### src/vcfc_pkg.sv
// Shared constants, types and step codes for the voxel chunk face culling block.
package vcfc_pkg;

	// chunk geometry
	localparam int unsigned CHUNK_EDGE  = 16;
	localparam int unsigned VOXEL_COUNT = CHUNK_EDGE * CHUNK_EDGE * CHUNK_EDGE;
	localparam int unsigned ADDR_W      = $clog2(VOXEL_COUNT);

	// neighbor coordinate width: holds -1 (as wrap) and CHUNK_EDGE itself
	localparam int unsigned NB_W    = 7;
	localparam int unsigned COORD_W = 4;
	localparam int unsigned ID_W    = 4;

	// action codes
	localparam logic ACT_WRITE = 1'b0;
	localparam logic ACT_QUERY = 1'b1;

	// block IDs with atlas tiles
	localparam logic [ID_W-1:0] STONE_ID  = 4'd2;
	localparam logic [ID_W-1:0] DIRT_ID   = 4'd3;
	localparam logic [4:0]      STONE_COL = 5'd19;
	localparam logic [3:0]      STONE_ROW = 4'd15;
	localparam logic [4:0]      DIRT_COL  = 5'd18;
	localparam logic [3:0]      DIRT_ROW  = 4'd14;

	localparam logic [15:0] OPAQUE_RESET = 16'd12;

	// read sequence: the voxel itself, then faces in mask bit order
	typedef enum logic [2:0] {
		STEP_CENTER = 3'd0,
		STEP_PZ     = 3'd1,
		STEP_NZ     = 3'd2,
		STEP_PY     = 3'd3,
		STEP_NY     = 3'd4,
		STEP_PX     = 3'd5,
		STEP_NX     = 3'd6
	} vcfc_step_t;

	// address unit result
	typedef struct packed {
		logic              in_chunk;
		logic [ADDR_W-1:0] addr;
	} vcfc_addr_t;

endpackage

### src/vcfc_addr_unit.sv
// Shared neighbor address unit: offsets a voxel by one step, checks the border, forms the index.
module vcfc_addr_unit (
	input  logic [vcfc_pkg::COORD_W-1:0] x,
	input  logic [vcfc_pkg::COORD_W-1:0] y,
	input  logic [vcfc_pkg::COORD_W-1:0] z,
	input  vcfc_pkg::vcfc_step_t         step,
	output vcfc_pkg::vcfc_addr_t         res
);

	localparam int unsigned IW = vcfc_pkg::ADDR_W + 2 * vcfc_pkg::NB_W;
	localparam logic [vcfc_pkg::NB_W-1:0] EDGE = vcfc_pkg::NB_W'(vcfc_pkg::CHUNK_EDGE);

	logic [vcfc_pkg::NB_W-1:0] nx, ny, nz;
	logic [vcfc_pkg::NB_W-1:0] bx, by, bz;
	logic [IW-1:0]             idx;

	assign bx = vcfc_pkg::NB_W'(x);
	assign by = vcfc_pkg::NB_W'(y);
	assign bz = vcfc_pkg::NB_W'(z);

	// step offset; minus one wraps high and so lands outside the chunk
	always_comb begin
		nx = bx;
		ny = by;
		nz = bz;
		case (step)
			vcfc_pkg::STEP_PZ: nz = bz + 1'b1;
			vcfc_pkg::STEP_NZ: nz = bz - 1'b1;
			vcfc_pkg::STEP_PY: ny = by + 1'b1;
			vcfc_pkg::STEP_NY: ny = by - 1'b1;
			vcfc_pkg::STEP_PX: nx = bx + 1'b1;
			vcfc_pkg::STEP_NX: nx = bx - 1'b1;
			default: ;
		endcase
	end

	// index x*E*E + y*E + z, constant multipliers only
	assign idx = IW'(nx) * IW'(vcfc_pkg::CHUNK_EDGE * vcfc_pkg::CHUNK_EDGE)
		+ IW'(ny) * IW'(vcfc_pkg::CHUNK_EDGE) + IW'(nz);

	assign res.in_chunk = (nx < EDGE) && (ny < EDGE) && (nz < EDGE);
	assign res.addr     = idx[vcfc_pkg::ADDR_W-1:0];

endmodule

### config.mk
export PLATFORM = sky130hd
export DESIGN_NAME = vcfc_addr_unit
export DESIGN_NICKNAME = d
export VERILOG_FILES = /design/src/vcfc_pkg.sv /design/src/vcfc_addr_unit.sv
export SDC_FILE = /design/constraint.sdc
export NUM_CORES = 1
export LEC_CHECK = 0
export ABC_AREA = 1
export BUFFER_PORTS_ARGS = -buffer_cell sky130_fd_sc_hd__buf_2
export CORE_MARGIN = 2
export CORE_UTILIZATION = 45
export DETAILED_ROUTE_END_ITERATION = 12
export GPL_TIMING_DRIVEN = 0
export PLACE_DENSITY_LB_ADDON = 0.3
export SETUP_SLACK_MARGIN = 0.15
export SYNTH_ARGS = -nofsm -noshare
export SYNTH_HDL_FRONTEND = slang
export SYNTH_SLANG_ARGS = --single-unit
### constraint.sdc
create_clock -name vclk -period 7.8
set_clock_uncertainty 0.1 [all_clocks]
set_input_delay 1.56 -clock vclk [all_inputs]
set_output_delay 1.56 -clock vclk [all_outputs]
set_load 0.005 [all_outputs]
Yosys cells after proc, flatten, opt, wreduce, memory -nomap -nowiden
Cells that the tools add are included.
{"block": "classes", "magnitude_cmp": 3, "n_reduce_logical": 2, "n_eq_ne": 6, "addsub": 8, "n_mux": 3}
{"cell": "$pmux W7 S2", "count": 3}
{"cell": "$lt A7 B5 Y1 const B", "count": 3}
{"cell": "$add A4 B1 Y5 const B", "count": 3}
{"cell": "$sub A4 B1 Y5 const B", "count": 3}
{"cell": "$add A12 B11 Y12", "count": 1}
{"cell": "$add A12 B7 Y12", "count": 1}
{"cell": "$eq A3 B3 Y1 const B", "count": 3}
{"cell": "$eq A3 B2 Y1 const B", "count": 2}
{"cell": "$eq A3 B1 Y1 const B", "count": 1}
{"cell": "$logic_and A1 B1 Y1", "count": 2}
{"block": "word_totals", "out_inout_bits": 13, "word_cells": 22, "ff_bits": 0}

Longest topological paths before layout
{"block": "logic_depth", "depth_word": 5, "mapped_depth": 18}

Least setup slack after synthesis
OpenSTA, ideal clock, no wires.
{"block": "synth_path", "path_kind": "input -> output", "from": "input port z[1] (netlist bit)", "to": "output port res[10] (netlist bit)", "path_slack_ps": 2756, "t_arrival_ps": 3384, "path_stages": 13, "path_cell_list": "inv_1 ha_1 inv_1 nor2_1 nand3_1 o31ai_1 ha_1 inv_1 fa_1 o21ai_0 nand4_1 nand2_1 xor2_1"}
{"element": "from (decl)", "line_no": "vcfc_addr_unit.sv:5", "source": "input logic [vcfc_pkg::COORD_W-1:0] z,"}
{"element": "to (decl)", "line_no": "vcfc_addr_unit.sv:7", "source": "output vcfc_pkg::vcfc_addr_t res"}

==> impl_results.md <==
* Critical path required time at 6.14 ns
* Final min period at 5.545 ns
* Status: completed
* DR vias at 1009
* RSZ-0062 raised after global routing: no
* Port buffer count at 28
* Flip-flop and latch area at 0 sq um
* Iter 0 DRT Violations at 14
* Flop pwr share at 0%
* Slew Limit Fails at 0
* Maximum fanout along the worst path at 4
* Sequential area share after synthesis at 0%
* Syn_nets at 176
* Synth warn at 0
* Total global routing overflow at 0
* CP max stage delay at 0.40 ns
* Seq cells at 0
* Syn_area_per_cell at 6.036 sq um
* DIE HEIGHT at 48.56 um
* Relative slew slack at 72.58%
* Psw at 0.00002952 W
* Antenna cells at 0
* Site row count at 16
* Net Sw Frac at 58.43%
* Leak at 0.6119 nW
* Tot GR Track Use at 17.34%
* Placed cells at 203
* Clock power frac at 0%
* Via density at 4.970
* Int Pwr at 0.00002100 W
* Vias in the first global route at 911
* CP max stage cell: fa_1
* Worst Hold Slack at 3.338 ns
* WP data arrival at 3.89 ns
* Hold Path Class: input port to output port
* Largest net degree at the start of global routing at 8
* Peak VDD IR at 0.02592 mV
* Hpwl dp at 1761 um
* Logic pwr share at 100.0%
* # nets final at 206
* Setup TNS at 0 ns
* Die Area at 2358 sq um
* Fill cells at 222
* DRC at 0
* Maxcap violations at 0
* Post-layout util at 55.53%
* Setup violators final at 0
* CP delay by family, top: simple AND/OR/NAND/NOR gates
* Worst Tran Pin Value at 0.4078 ns
* Crit Path Class: input port to output port
* Pwr Density at 47.34 nW/um^2
* DRT Pass-1 Iters at 4
* Routed len/inst at 9.562 um
* Gp weighted congestion at 0.8959
* Core area at 1922 sq um
* Share of layout cells above drive strength 1 at 25.00%
* Ports at 28
* Gates resized, CTS repair at 0
* # hold bufs at CTS at 0
* Hold Fails Final Rpt at 0
* Crit end category: output port
* First-pass GRT wire length at 3519 um
* Routed Antenna Nets at 0
* Final WL at 1941 um
* Initial antenna violation count at 0
* Crit share post-route at 71.10%
* Mapped Area at 893.4 sq um
* Mapped Cells at 148
* Clock buffer cells at 0
* Post-CTS setup buffer count at 0
* Area grow syn2layout at 19.47%
* CP Cell Sequence: buf_2 > inv_1 > nor3_2 > nand3_1 > o31ai_1 > ha_1 > inv_1 > fa_1 > o21ai_0 > nand4_1 > nand2_1 > xor2_1 > buf_2
* Critical Path Source Type: input port
* Buffer and inverter count on the worst path at 4
* Die X at 48.56 um
* F_max at 180.3 MHz
* Synth cell types at 27
* Fin cells at 203
* Starting density of the core at 46.48%
==> layout make-up <==
cell class	instances	area [sq um]	area share, %
timing repair buffer	28	140.1	13.13
multi-input combinational	113	762.0	71.40
tap	27	33.78	3.165
inverter	35	131.4	12.31
==> through the flow <==
step / cell area, sq um / total power (W) / setup WS [ns]
floorplan: 893.4 / 0.00003163 / 2.756
global placement: 1067 / 0.00004904 / 2.259
detailed placement: 1067 / 0.00005068 / 2.238
CTS: 1067 / 0.00005098 / 2.233
global route: 1067 / 0.00005787 / 2.065
finish: 1067 / 0.00005052 / 2.255
==> cell usage in the layout, fill, tap and decap left out, types with 3 or more instances in the layout <==
master    instances
buf_2            28
nor2_1           10
nand3_2           3
ha_1             12
nand3_1          20
a21oi_1           4
nand4_1           5
nand2_1          25
o21ai_0           5
o221ai_1          3
inv_1            30
xor2_1            7
inv_2             4
==> per-layer routing <==
| metal | up-vias | share of wire, % | track usage, % |
|---|---|---|---|
| li1 | 546 | - | - |
| met2 | 21 | 53 | 36.34 |
| met4 | 0 | 0 | 0 |
| met1 | 442 | 44 | 20.68 |
| met5 | - | 0 | 0 |
| met3 | 0 | 3.0 | 0 |
==> worst paths after layout <==
path / start / to / slack, ns / cells past startpoint
max: step[1] / res[10] / 2.25 / 13
min: z[0] / res[0] / 3.34 / 3
==> cells in the mapped netlist <==
| cell | instances | area share (%) |
|---|---|---|
| a21oi_1 | 4 | 2.2 |
| clkinv_1 | 1 | 0.42 |
| fa_1 | 1 | 2.2 |
| ha_1 | 12 | 17 |
| inv_1 | 30 | 13 |
| inv_2 | 4 | 1.7 |
| mux2i_1 | 1 | 1.1 |
| nand2_1 | 25 | 11 |
| nand2_2 | 2 | 1.4 |
| nand2_4 | 2 | 2.5 |
| nand3_1 | 20 | 11 |
| nand3_2 | 3 | 3.4 |
| nand3_4 | 1 | 2.0 |
| nand4_1 | 5 | 3.5 |
| nor2_1 | 10 | 4.2 |
| nor3_1 | 1 | 0.56 |
| nor3_2 | 1 | 1.1 |
| nor3_4 | 1 | 1.8 |
| nor4_2 | 1 | 1.4 |
| o211ai_1 | 2 | 1.7 |
| o21ai_0 | 5 | 2.8 |
| o221ai_1 | 3 | 2.9 |
| o22ai_1 | 1 | 0.70 |
| o31ai_1 | 2 | 1.7 |
| or2_2 | 1 | 0.70 |
| xnor2_1 | 2 | 2.0 |
| xor2_1 | 7 | 6.9 |
==> logic make-up after synthesis <==
logic type | synth area share [%]
adder cells (fa/ha/maj) | 19.05
AND/OR/NAND/NOR | 44.26
buffers and inverters | 14.71
AO/OA/AOI/OAI | 12.04
multiplexers | 1.120
XOR/XNOR | 8.824
==> tightest hold or removal path: stages <==
cell,delay [ns]
buf_2,0.13
xor2_1,0.07
buf_2,0.12
==> power by group through the flow <==
stage          Clock (W)  Sequential (W)  Combinational (W)
4_1_cts                0               0          0.0000510
6_report               0               0          0.0000505
5_1_grt                0               0          0.0000579
2_1_floorplan          0               0          0.0000316
3_3_place_gp           0               0          0.0000490
3_5_place_dp           0               0          0.0000507
No activity file was read; power rests on OpenSTA's default activity.
